### config.mk
export PLATFORM = sky130hd
export DESIGN_NAME = imu_serial_frame_parser
export DESIGN_NICKNAME = d
export VERILOG_FILES = /design/src/design/imusfp_pkg.sv /design/src/design/imusfp_front.sv /design/src/design/imusfp_queue.sv /design/src/design/imusfp_back.sv /design/src/design/imu_serial_frame_parser.sv
export SDC_FILE = /design/constraint.sdc
export NUM_CORES = 1
export LEC_CHECK = 0
export BUFFER_PORTS_ARGS = -buffer_cell sky130_fd_sc_hd__buf_4
export CORE_MARGIN = 2
export CORE_UTILIZATION = 55
export DETAILED_ROUTE_END_ITERATION = 12
export GPL_TIMING_DRIVEN = 0
export PLACE_DENSITY = 0.81
export REMOVE_ABC_BUFFERS = 1
export SLEW_MARGIN = 10
export SYNTH_ARGS = -nofsm -noshare
export SYNTH_HDL_FRONTEND = slang
export SYNTH_SLANG_ARGS = --single-unit
### constraint.sdc
create_clock -name clock -period 15.8 [get_ports clock]
set_input_delay 3.16 -clock clock [delete_from_list [all_inputs] [get_ports clock]]
set_output_delay 3.16 -clock clock [all_outputs]
set_load 0.02 [all_outputs]
### src/design/imusfp_pkg.sv
`default_nettype none
// ---------------------------------------------------------------------------
// imusfp_pkg
// Shared types and constants of the IMU serial frame parser.
// ---------------------------------------------------------------------------
package imusfp_pkg;

   localparam int COUNTER_WIDTH_DEFAULT = 32;
   localparam int FIELD_WIDTH           = 16;
   localparam int SEEN_WIDTH            = 32;
   localparam int CSR_INDEX_WIDTH       = 3;
   localparam int CSR_DATA_WIDTH        = 8;

   // register indexes
   localparam logic [CSR_INDEX_WIDTH-1:0] CSR_SYNC       = 3'd0;
   localparam logic [CSR_INDEX_WIDTH-1:0] CSR_ACCEL_KIND = 3'd1;
   localparam logic [CSR_INDEX_WIDTH-1:0] CSR_RATE_KIND  = 3'd2;
   localparam logic [CSR_INDEX_WIDTH-1:0] CSR_ANGLE_KIND = 3'd3;
   localparam logic [CSR_INDEX_WIDTH-1:0] CSR_QUAT_KIND  = 3'd4;

   // register reset values
   localparam logic [7:0] SYNC_RESET       = 8'h55;
   localparam logic [7:0] ACCEL_KIND_RESET = 8'h51;
   localparam logic [7:0] RATE_KIND_RESET  = 8'h52;
   localparam logic [7:0] ANGLE_KIND_RESET = 8'h53;
   localparam logic [7:0] QUAT_KIND_RESET  = 8'h59;

   // result groups
   localparam logic [1:0] GROUP_ACCEL = 2'd0;
   localparam logic [1:0] GROUP_RATE  = 2'd1;
   localparam logic [1:0] GROUP_ANGLE = 2'd2;
   localparam logic [1:0] GROUP_QUAT  = 2'd3;

   // good frame handed from the parser to the record stage
   typedef struct packed {
      logic [1:0]                  group;
      logic [3:0][FIELD_WIDTH-1:0] words;
   } frame_cmd_type;

endpackage
`default_nettype wire

### src/design/imusfp_front.sv
`default_nettype none
// ---------------------------------------------------------------------------
// imusfp_front
// Byte parser: sync hunt, frame assembly, checksum and kind decode.
// ---------------------------------------------------------------------------
module imusfp_front (
   input  wire logic                                  clock,
   input  wire logic                                  reset,
   input  wire logic                                  req_valid,
   output logic                                       req_ready,
   input  wire logic [7:0]                            req_rx_byte,
   input  wire logic                                  csr_wr_en,
   input  wire logic [imusfp_pkg::CSR_INDEX_WIDTH-1:0] csr_index,
   input  wire logic [imusfp_pkg::CSR_DATA_WIDTH-1:0]  csr_data,
   output logic                                       cmd_push,
   output imusfp_pkg::frame_cmd_type                  cmd_data,
   input  wire logic                                  cmd_full
);
   import imusfp_pkg::*;

   localparam logic [3:0] POS_HUNT  = 4'd0;
   localparam logic [3:0] POS_KIND  = 4'd1;
   localparam logic [3:0] POS_CHECK = 4'd10;
   localparam logic [3:0] FRAME_LEN = 4'd11;

   logic [7:0] sync_ff, accel_kind_ff, rate_kind_ff, angle_kind_ff, quat_kind_ff;
   logic [3:0] pos_ff, pos_in;
   logic [7:0] sum_ff, sum_in;
   logic [7:0] kind_ff, kind_in;
   logic [7:0] payload_ff [8];
   logic       accept;
   logic       pay_wr;
   logic [3:0] pos_m2;
   logic       good;

   always_ff @(posedge clock) begin
      if (reset) begin
         sync_ff       <= SYNC_RESET;
         accel_kind_ff <= ACCEL_KIND_RESET;
         rate_kind_ff  <= RATE_KIND_RESET;
         angle_kind_ff <= ANGLE_KIND_RESET;
         quat_kind_ff  <= QUAT_KIND_RESET;
      end else if (csr_wr_en) begin
         case (csr_index)
            CSR_SYNC:       sync_ff       <= csr_data;
            CSR_ACCEL_KIND: accel_kind_ff <= csr_data;
            CSR_RATE_KIND:  rate_kind_ff  <= csr_data;
            CSR_ANGLE_KIND: angle_kind_ff <= csr_data;
            CSR_QUAT_KIND:  quat_kind_ff  <= csr_data;
            default: ;
         endcase
      end
   end

   assign req_ready = (pos_ff != POS_CHECK) || !cmd_full;
   assign accept    = req_valid && req_ready;
   assign pos_m2    = pos_ff - 4'd2;

   always_comb begin
      pos_in   = pos_ff;
      sum_in   = sum_ff;
      kind_in  = kind_ff;
      pay_wr   = 1'b0;
      good     = 1'b0;
      if (pos_ff == POS_HUNT || pos_ff >= FRAME_LEN) begin
         if (req_rx_byte == sync_ff) begin
            sum_in = req_rx_byte;
            pos_in = POS_KIND;
         end else begin
            pos_in = POS_HUNT;
         end
      end else if (pos_ff == POS_KIND) begin
         kind_in = req_rx_byte;
         sum_in  = sum_ff + req_rx_byte;
         pos_in  = pos_ff + 4'd1;
      end else if (pos_ff < POS_CHECK) begin
         pay_wr = 1'b1;
         sum_in = sum_ff + req_rx_byte;
         pos_in = pos_ff + 4'd1;
      end else begin
         pos_in = POS_HUNT;
         good   = (sum_ff == req_rx_byte);
      end
   end

   always_ff @(posedge clock) begin
      if (reset) begin
         pos_ff  <= POS_HUNT;
         sum_ff  <= 8'd0;
         kind_ff <= 8'd0;
      end else if (accept) begin
         pos_ff  <= pos_in;
         sum_ff  <= sum_in;
         kind_ff <= kind_in;
      end
   end

   always_ff @(posedge clock) begin
      if (accept && pay_wr) begin
         payload_ff[pos_m2[2:0]] <= req_rx_byte;
      end
   end

   always_comb begin
      cmd_data.group = GROUP_ACCEL;
      for (int k = 0; k < 4; k++) begin
         cmd_data.words[k] = {payload_ff[2*k+1], payload_ff[2*k]};
      end
      cmd_push = 1'b0;
      if (accept && good) begin
         if (kind_ff == accel_kind_ff) begin
            cmd_data.group = GROUP_ACCEL;
            cmd_push       = 1'b1;
         end else if (kind_ff == rate_kind_ff) begin
            cmd_data.group = GROUP_RATE;
            cmd_push       = 1'b1;
         end else if (kind_ff == angle_kind_ff) begin
            cmd_data.group = GROUP_ANGLE;
            cmd_push       = 1'b1;
         end else if (kind_ff == quat_kind_ff) begin
            cmd_data.group = GROUP_QUAT;
            cmd_push       = 1'b1;
         end
      end
   end

endmodule
`default_nettype wire

### src/design/imusfp_queue.sv
`default_nettype none
// ---------------------------------------------------------------------------
// imusfp_queue
// Two-entry queue of good frames between parser and record stage.
// ---------------------------------------------------------------------------
module imusfp_queue (
   input  wire logic                      clock,
   input  wire logic                      reset,
   input  wire logic                      push,
   input  wire imusfp_pkg::frame_cmd_type push_data,
   output logic                           full,
   output logic                           pop_valid,
   input  wire logic                      pop,
   output imusfp_pkg::frame_cmd_type      pop_data
);
   import imusfp_pkg::*;

   frame_cmd_type entry_ff [2];
   logic          wr_ptr_ff, rd_ptr_ff;
   logic [1:0]    count_ff;
   logic          do_push, do_pop;

   assign full      = (count_ff == 2'd2);
   assign pop_valid = (count_ff != 2'd0);
   assign pop_data  = entry_ff[rd_ptr_ff];
   assign do_push   = push && !full;
   assign do_pop    = pop && pop_valid;

   always_ff @(posedge clock) begin
      if (do_push) begin
         entry_ff[wr_ptr_ff] <= push_data;
      end
   end

   always_ff @(posedge clock) begin
      if (reset) begin
         wr_ptr_ff <= 1'b0;
         rd_ptr_ff <= 1'b0;
         count_ff  <= 2'd0;
      end else begin
         if (do_push) wr_ptr_ff <= !wr_ptr_ff;
         if (do_pop)  rd_ptr_ff <= !rd_ptr_ff;
         count_ff <= count_ff + {1'b0, do_push} - {1'b0, do_pop};
      end
   end

endmodule
`default_nettype wire

### src/design/imusfp_back.sv
`default_nettype none
// ---------------------------------------------------------------------------
// imusfp_back
// Record stage: stores values, counts frames, plays out the record.
// ---------------------------------------------------------------------------
module imusfp_back #(
   parameter int COUNTER_WIDTH = imusfp_pkg::COUNTER_WIDTH_DEFAULT
) (
   input  wire logic                                  clock,
   input  wire logic                                  reset,
   input  wire logic                                  cmd_valid,
   output logic                                       cmd_pop,
   input  wire imusfp_pkg::frame_cmd_type             cmd_data,
   output logic                                       rsp_valid,
   input  wire logic                                  rsp_ready,
   output logic [1:0]                                 rsp_group,
   output logic signed [imusfp_pkg::FIELD_WIDTH-1:0]  rsp_value_a,
   output logic signed [imusfp_pkg::FIELD_WIDTH-1:0]  rsp_value_b,
   output logic signed [imusfp_pkg::FIELD_WIDTH-1:0]  rsp_value_c,
   output logic signed [imusfp_pkg::FIELD_WIDTH-1:0]  rsp_value_d,
   output logic [imusfp_pkg::SEEN_WIDTH-1:0]          rsp_frames_seen,
   output logic                                       rsp_last
);
   import imusfp_pkg::*;

   logic [2:0][FIELD_WIDTH-1:0]   accel_ff, rate_ff, angle_ff;
   logic [3:0][FIELD_WIDTH-1:0]   quat_ff;
   logic [2:0][COUNTER_WIDTH-1:0] cnt_ff;
   logic                          busy_ff;
   logic [1:0]                    idx_ff;
   logic                          out_free;
   logic                          emit;

   logic                                 rsp_valid_ff;
   logic [1:0]                           group_ff;
   logic [FIELD_WIDTH-1:0]               a_ff, b_ff, c_ff, d_ff;
   logic [SEEN_WIDTH-1:0]                seen_ff;
   logic                                 last_ff;
   logic [2:0][FIELD_WIDTH-1:0]          sel_abc;
   logic [FIELD_WIDTH-1:0]               d_in;
   logic [SEEN_WIDTH-1:0]                seen_in;
   logic [COUNTER_WIDTH+SEEN_WIDTH-1:0]  seen_wide;

   assign out_free = !rsp_valid_ff || rsp_ready;
   assign emit     = busy_ff && out_free;
   assign cmd_pop  = cmd_valid && !busy_ff;

   always_ff @(posedge clock) begin
      if (reset) begin
         accel_ff <= '0;
         rate_ff  <= '0;
         angle_ff <= '0;
         quat_ff  <= '0;
         cnt_ff   <= '0;
         busy_ff  <= 1'b0;
         idx_ff   <= 2'd0;
      end else begin
         if (cmd_pop) begin
            case (cmd_data.group)
               GROUP_ACCEL: begin
                  accel_ff  <= cmd_data.words[2:0];
                  cnt_ff[0] <= cnt_ff[0] + COUNTER_WIDTH'(1);
               end
               GROUP_RATE: begin
                  rate_ff   <= cmd_data.words[2:0];
                  cnt_ff[1] <= cnt_ff[1] + COUNTER_WIDTH'(1);
               end
               GROUP_ANGLE: begin
                  angle_ff  <= cmd_data.words[2:0];
                  cnt_ff[2] <= cnt_ff[2] + COUNTER_WIDTH'(1);
               end
               default: begin
                  quat_ff <= cmd_data.words;
                  busy_ff <= 1'b1;
                  idx_ff  <= GROUP_ACCEL;
               end
            endcase
         end
         if (emit) begin
            idx_ff <= idx_ff + 2'd1;
            if (idx_ff == GROUP_QUAT) busy_ff <= 1'b0;
         end
      end
   end

   always_comb begin
      d_in      = '0;
      seen_wide = '0;
      case (idx_ff)
         GROUP_ACCEL: begin
            sel_abc   = accel_ff;
            seen_wide = {{SEEN_WIDTH{1'b0}}, cnt_ff[0]};
         end
         GROUP_RATE: begin
            sel_abc   = rate_ff;
            seen_wide = {{SEEN_WIDTH{1'b0}}, cnt_ff[1]};
         end
         GROUP_ANGLE: begin
            sel_abc   = angle_ff;
            seen_wide = {{SEEN_WIDTH{1'b0}}, cnt_ff[2]};
         end
         default: begin
            sel_abc = quat_ff[2:0];
            d_in    = quat_ff[3];
         end
      endcase
      seen_in = seen_wide[SEEN_WIDTH-1:0];
   end

   always_ff @(posedge clock) begin
      if (reset) begin
         rsp_valid_ff <= 1'b0;
      end else if (emit) begin
         rsp_valid_ff <= 1'b1;
      end else if (rsp_ready) begin
         rsp_valid_ff <= 1'b0;
      end
   end

   always_ff @(posedge clock) begin
      if (emit) begin
         group_ff <= idx_ff;
         a_ff     <= sel_abc[0];
         b_ff     <= sel_abc[1];
         c_ff     <= sel_abc[2];
         d_ff     <= d_in;
         seen_ff  <= seen_in;
         last_ff  <= (idx_ff == GROUP_QUAT);
      end
   end

   assign rsp_valid       = rsp_valid_ff;
   assign rsp_group       = group_ff;
   assign rsp_value_a     = $signed(a_ff);
   assign rsp_value_b     = $signed(b_ff);
   assign rsp_value_c     = $signed(c_ff);
   assign rsp_value_d     = $signed(d_ff);
   assign rsp_frames_seen = seen_ff;
   assign rsp_last        = last_ff;

endmodule
`default_nettype wire

### src/design/imu_serial_frame_parser.sv
`default_nettype none
// ---------------------------------------------------------------------------
// imu_serial_frame_parser
// Parses 11-byte IMU frames from a serial byte stream and plays out the
// stored record as four words on every good quaternion frame.
//
//   channel   direction  ports
//   req       in         req_valid / req_ready, req_rx_byte
//   rsp       out        rsp_valid / rsp_ready, rsp_group .. rsp_last
//   csr       in         csr_wr_en, csr_index, csr_data (write only)
//
// One byte per cycle; the parser stalls only on a checksum byte when the
// two-entry frame queue is full. A quaternion frame holds the record stage
// busy while it is taken from the queue and its four result words are
// played out, paced by the output register. Other frames leave it free.
// Synchronous reset clears control state, counters, stored values and
// restores register defaults. No clearing pass after reset.
// ---------------------------------------------------------------------------
module imu_serial_frame_parser #(
   parameter int COUNTER_WIDTH = imusfp_pkg::COUNTER_WIDTH_DEFAULT
) (
   input  wire logic                                  clock,
   input  wire logic                                  reset,
   input  wire logic                                  req_valid,
   output logic                                       req_ready,
   input  wire logic [7:0]                            req_rx_byte,
   output logic                                       rsp_valid,
   input  wire logic                                  rsp_ready,
   output logic [1:0]                                 rsp_group,
   output logic signed [imusfp_pkg::FIELD_WIDTH-1:0]  rsp_value_a,
   output logic signed [imusfp_pkg::FIELD_WIDTH-1:0]  rsp_value_b,
   output logic signed [imusfp_pkg::FIELD_WIDTH-1:0]  rsp_value_c,
   output logic signed [imusfp_pkg::FIELD_WIDTH-1:0]  rsp_value_d,
   output logic [imusfp_pkg::SEEN_WIDTH-1:0]          rsp_frames_seen,
   output logic                                       rsp_last,
   input  wire logic                                  csr_wr_en,
   input  wire logic [imusfp_pkg::CSR_INDEX_WIDTH-1:0] csr_index,
   input  wire logic [imusfp_pkg::CSR_DATA_WIDTH-1:0]  csr_data
);
   import imusfp_pkg::*;

   logic          push, full, q_valid, q_pop;
   frame_cmd_type push_data, q_data;

   imusfp_front u_front (
      .clock       (clock),
      .reset       (reset),
      .req_valid   (req_valid),
      .req_ready   (req_ready),
      .req_rx_byte (req_rx_byte),
      .csr_wr_en   (csr_wr_en),
      .csr_index   (csr_index),
      .csr_data    (csr_data),
      .cmd_push    (push),
      .cmd_data    (push_data),
      .cmd_full    (full)
   );

   imusfp_queue u_queue (
      .clock     (clock),
      .reset     (reset),
      .push      (push),
      .push_data (push_data),
      .full      (full),
      .pop_valid (q_valid),
      .pop       (q_pop),
      .pop_data  (q_data)
   );

   imusfp_back #(
      .COUNTER_WIDTH (COUNTER_WIDTH)
   ) u_back (
      .clock           (clock),
      .reset           (reset),
      .cmd_valid       (q_valid),
      .cmd_pop         (q_pop),
      .cmd_data        (q_data),
      .rsp_valid       (rsp_valid),
      .rsp_ready       (rsp_ready),
      .rsp_group       (rsp_group),
      .rsp_value_a     (rsp_value_a),
      .rsp_value_b     (rsp_value_b),
      .rsp_value_c     (rsp_value_c),
      .rsp_value_d     (rsp_value_d),
      .rsp_frames_seen (rsp_frames_seen),
      .rsp_last        (rsp_last)
   );

endmodule
`default_nettype wire

==> flow_summary.toml <==
[global_routing]
grt_use_total = 0.238
gr_ovfl_total = 0
grt_use_met1 = 0.291
grt_max_degree = 149
grt_antenna_before_repair = 0
grt_use_met2 = 0.416
wire_length_of_the_first_global_routing_pass_um = 94300
use_met3 = 0.0375
top_usage_layer = "met2"
via_count_of_the_first_global_routing_pass = 18300

[floorplan]
initial_utilization = 0.559
die_h_um = 222
die_area_um2 = 49200
die-width_um = 222
core_area_um2 = 46700
ioPinCount = 125
floorplan.rows = 79

[synth]
ys_async_sr_fraction = 0
synth.ff_latch_count = 668
syn_area_per_cell_um2 = 11.5
syn_inst = 2269
syn-cell-area_um2 = 26100
post_synth_num_cell_types = 53
synth_sequential_area_ratio = 0.626
synth-edff-count = 295
ys.flop_type = "sky130_fd_sc_hd__dfxtp_1"
yosysWarnings = 0

[route]
drt-pass1-iter-count = 12
route.detailed.drc = 8
avgRoutedWirePerCell_um = 19.8
routed_via_density = 6.03
drt.antenna.violating_nets = 0
dr.first_iter.drc_count = 1974
vias = 18100
totalWireLength_um = 59600

[place]
buffer_ports.inserted = 124
place_congestion = 0.889
preCtsSetupSlack_ps = 9170
hpwlAfterDp_um = 37000

[critical_path]
reg2reg_setup_slack_ps = 12010
crit_arrival_ps = 6340
cp_max_fanout = 25
critical_path_class = "input pin to flop"
worst_setup_path_startpoint = "req_rx_byte[3]"
r2r_end = "u_back.cnt_ff[23]$_SDFFE_PP0P_"
critical_path.cell_chain = "buf_4 > ha_1 > or4_1 > nor4_1 > o2111a_1 > nor2b_4 > buf_12 > buf_16"
critical_path_depth = 8
timing.critical_path.slowest_stage_cell = "sky130_fd_sc_hd__nor2b_4"
slowest_delay_ps = 730
required_ps = 16080
cp-endpoint = "u_queue.entry_ff[0][17]$_DFFE_PP_"
cp_top_family = "simple AND/OR/NAND/NOR gates"
r2r.worst_path.cells = 8
endpoint_kind = "flop"
critical_path.n_buffers_inverters = 3
start_kind = "input pin"

[status]
run_status = "finished with violations"
failed_checks = "design-rule violations"

[cts]
clockBufferDepth = 3
cts.root.buffer_cell = "sky130_fd_sc_hd__clkbuf_16"
hold_buffers = 0
clock-sinks = 668
clock_tree.htree_level_count = 3
number_of_clock_buffers_inserted_by_tritoncts = 66
postCtsResizedCells = 0
post-cts-setup-buffers = 0
worstSkewPairLatency_ps = 590
clk_transition_reported_paths_ps = 60
cts_tree = "built"

[timing]
min_period_ps = 6060
timing.final.hold_violations = 0
layout_worst_path_cycle_share = 0.383
relSlewSlack = 0.110
max_fclk_ghz = 0.165
final.setup_skew_ps = 25.5
timing.setup.tns_ps = 0
hold-worst-slack_ps = 441
setup-violations-final = 0
slew_viol_final = 0
rsz0062_at_grt = "false"
setup_slack_ps = 9740
max_slew.worst_pin.slew_ps = 1330

[layout]
layout.area.seq_um2 = 16300
num-nets-final = 2392
layout-drive-gt1-share = 0.117
final_cell_mix = "385 x sky130_fd_sc_hd__nor2_1, 372 x sky130_fd_sc_hd__dfxtp_1, 295 x sky130_fd_sc_hd__edfxtp_1"
antenna_cells = 0
area_growth_pct = 15.1
layout_commonest_cell = "sky130_fd_sc_hd__nor2_1"
layout.filler_cells = 3364
multi_input_comb_area_um2 = 8960

[power]
power.ir.vdd_worst_mv = 0.0830
power.static_leakage_nw = 9.98
cellPowerDensity_nw_per_um2 = 112

[flow_run]
drv_cap = 0

[min_path]
worstHoldPathType = "flop to flop"
==> registers in the layout (all words and copies together), names as in the netlist, 4 cells and up, named ones only <==
register                count
u_front.payload_ff         64
u_front.kind_ff             8
u_back.rate_ff             48
u_front.accel_kind_ff       8
u_back.rsp_value_b         16
u_front.pos_ff              4
u_back.rsp_frames_seen     32
u_back.angle_ff            48
u_front.sync_ff             8
u_back.accel_ff            48
u_back.rsp_value_a         16
u_back.rsp_value_c         16
u_back.cnt_ff              96
u_back.quat_ff             64
u_front.sum_ff              8
u_front.rate_kind_ff        8
u_front.quat_kind_ff        8
u_queue.entry_ff          132
u_back.rsp_value_d         16
u_front.angle_kind_ff       8
==> power by group <==
part           switching (mW)  leakage (nW)  internal [mW]
registers             0.00204          5.70           1.79
clock network           0.637          1.02          0.886
logic                  0.0342          3.26         0.0145
==> layout make-up <==
class                           count  share of cell area
Tap cell                          607              0.0253
Inverter                           78             0.00983
Multi-Input combinational cell   1364               0.299
Timing Repair Buffer              168              0.0527
Clock buffer                      104              0.0653
Clock inverter                     16             0.00454
Sequential cell                   668               0.544
==> layer usage <==
metal  vias up  wire [um]
met2       716      29700
met4         0       2060
li1       8400          -
met5         -          0
met1      8844      23500
met3       167       4300
==> kinds of logic after synthesis <==
family | count (synthesis) | synth area share
buffers and inverters | 237 | 0.0344
XOR/XNOR | 131 | 0.0440
multiplexers | 140 | 0.0540
AO/OA/AOI/OAI | 369 | 0.110
adder cells (fa/ha/maj) | 22 | 0.0108
flip-flops | 668 | 0.626
AND/OR/NAND/NOR | 702 | 0.121
==> stage by stage <==
stage	total power, mW	area [um^2]	utilization	instances
after global placement	1.88	27200	0.582	2841
after global routing	3.46	30000	0.644	3005
final	3.37	30000	0.644	3005
after CTS	3.39	30000	0.643	3005
after detailed placement	1.88	27900	0.598	2885
after floorplan	1.85	25500	-	2110
==> synthesized netlist by cell type, types with 6 or more instances <==
library cell | count | share of area
sky130_fd_sc_hd__and4_1 | 10 | 0.0034
sky130_fd_sc_hd__dfxtp_1 | 373 | 0.29
sky130_fd_sc_hd__nor4_1 | 15 | 0.0036
sky130_fd_sc_hd__mux2i_1 | 138 | 0.053
sky130_fd_sc_hd__nor3_1 | 26 | 0.0050
sky130_fd_sc_hd__and2_1 | 23 | 0.0055
sky130_fd_sc_hd__o21ai_0 | 16 | 0.0031
sky130_fd_sc_hd__inv_1 | 78 | 0.011
sky130_fd_sc_hd__nand4_1 | 32 | 0.0077
sky130_fd_sc_hd__nand2_1 | 107 | 0.015
sky130_fd_sc_hd__xor2_1 | 94 | 0.032
sky130_fd_sc_hd__buf_1 | 15 | 0.0022
sky130_fd_sc_hd__a211oi_1 | 210 | 0.060
sky130_fd_sc_hd__nor2b_1 | 10 | 0.0024
sky130_fd_sc_hd__xnor2_1 | 37 | 0.012
sky130_fd_sc_hd__nand3_1 | 42 | 0.0081
sky130_fd_sc_hd__edfxtp_1 | 295 | 0.34
sky130_fd_sc_hd__and3_1 | 12 | 0.0029
sky130_fd_sc_hd__a21oi_1 | 35 | 0.0067
sky130_fd_sc_hd__a211o_1 | 6 | 0.0020
sky130_fd_sc_hd__a222oi_1 | 80 | 0.031
sky130_fd_sc_hd__or3_1 | 16 | 0.0038
sky130_fd_sc_hd__nor2_1 | 385 | 0.055
sky130_fd_sc_hd__ha_1 | 21 | 0.010
sky130_fd_sc_hd__nand3b_1 | 13 | 0.0037
sky130_fd_sc_hd__clkbuf_1 | 142 | 0.020
==> worst min-delay path by stage <==
stage / startpoint / endpoint / cells after the start
finish: u_front.payload_ff[3][1]$_DFFE_PP_ / u_queue.entry_ff[1][25]$_DFFE_PP_ / 0
global route: u_front.payload_ff[3][1]$_DFFE_PP_ / u_queue.entry_ff[1][25]$_DFFE_PP_ / 0
CTS: u_front.payload_ff[3][1]$_DFFE_PP_ / u_queue.entry_ff[1][25]$_DFFE_PP_ / 0
global placement: u_front.payload_ff[0][7]$_DFFE_PP_ / u_queue.entry_ff[0][7]$_DFFE_PP_ / 0
detailed placement: u_front.payload_ff[2][3]$_DFFE_PP_ / u_queue.entry_ff[0][19]$_DFFE_PP_ / 0
floorplan: u_front.payload_ff[0][0]$_DFFE_PP_ / u_queue.entry_ff[0][0]$_DFFE_PP_ / 0
Power figures use the tool's default switching activity.
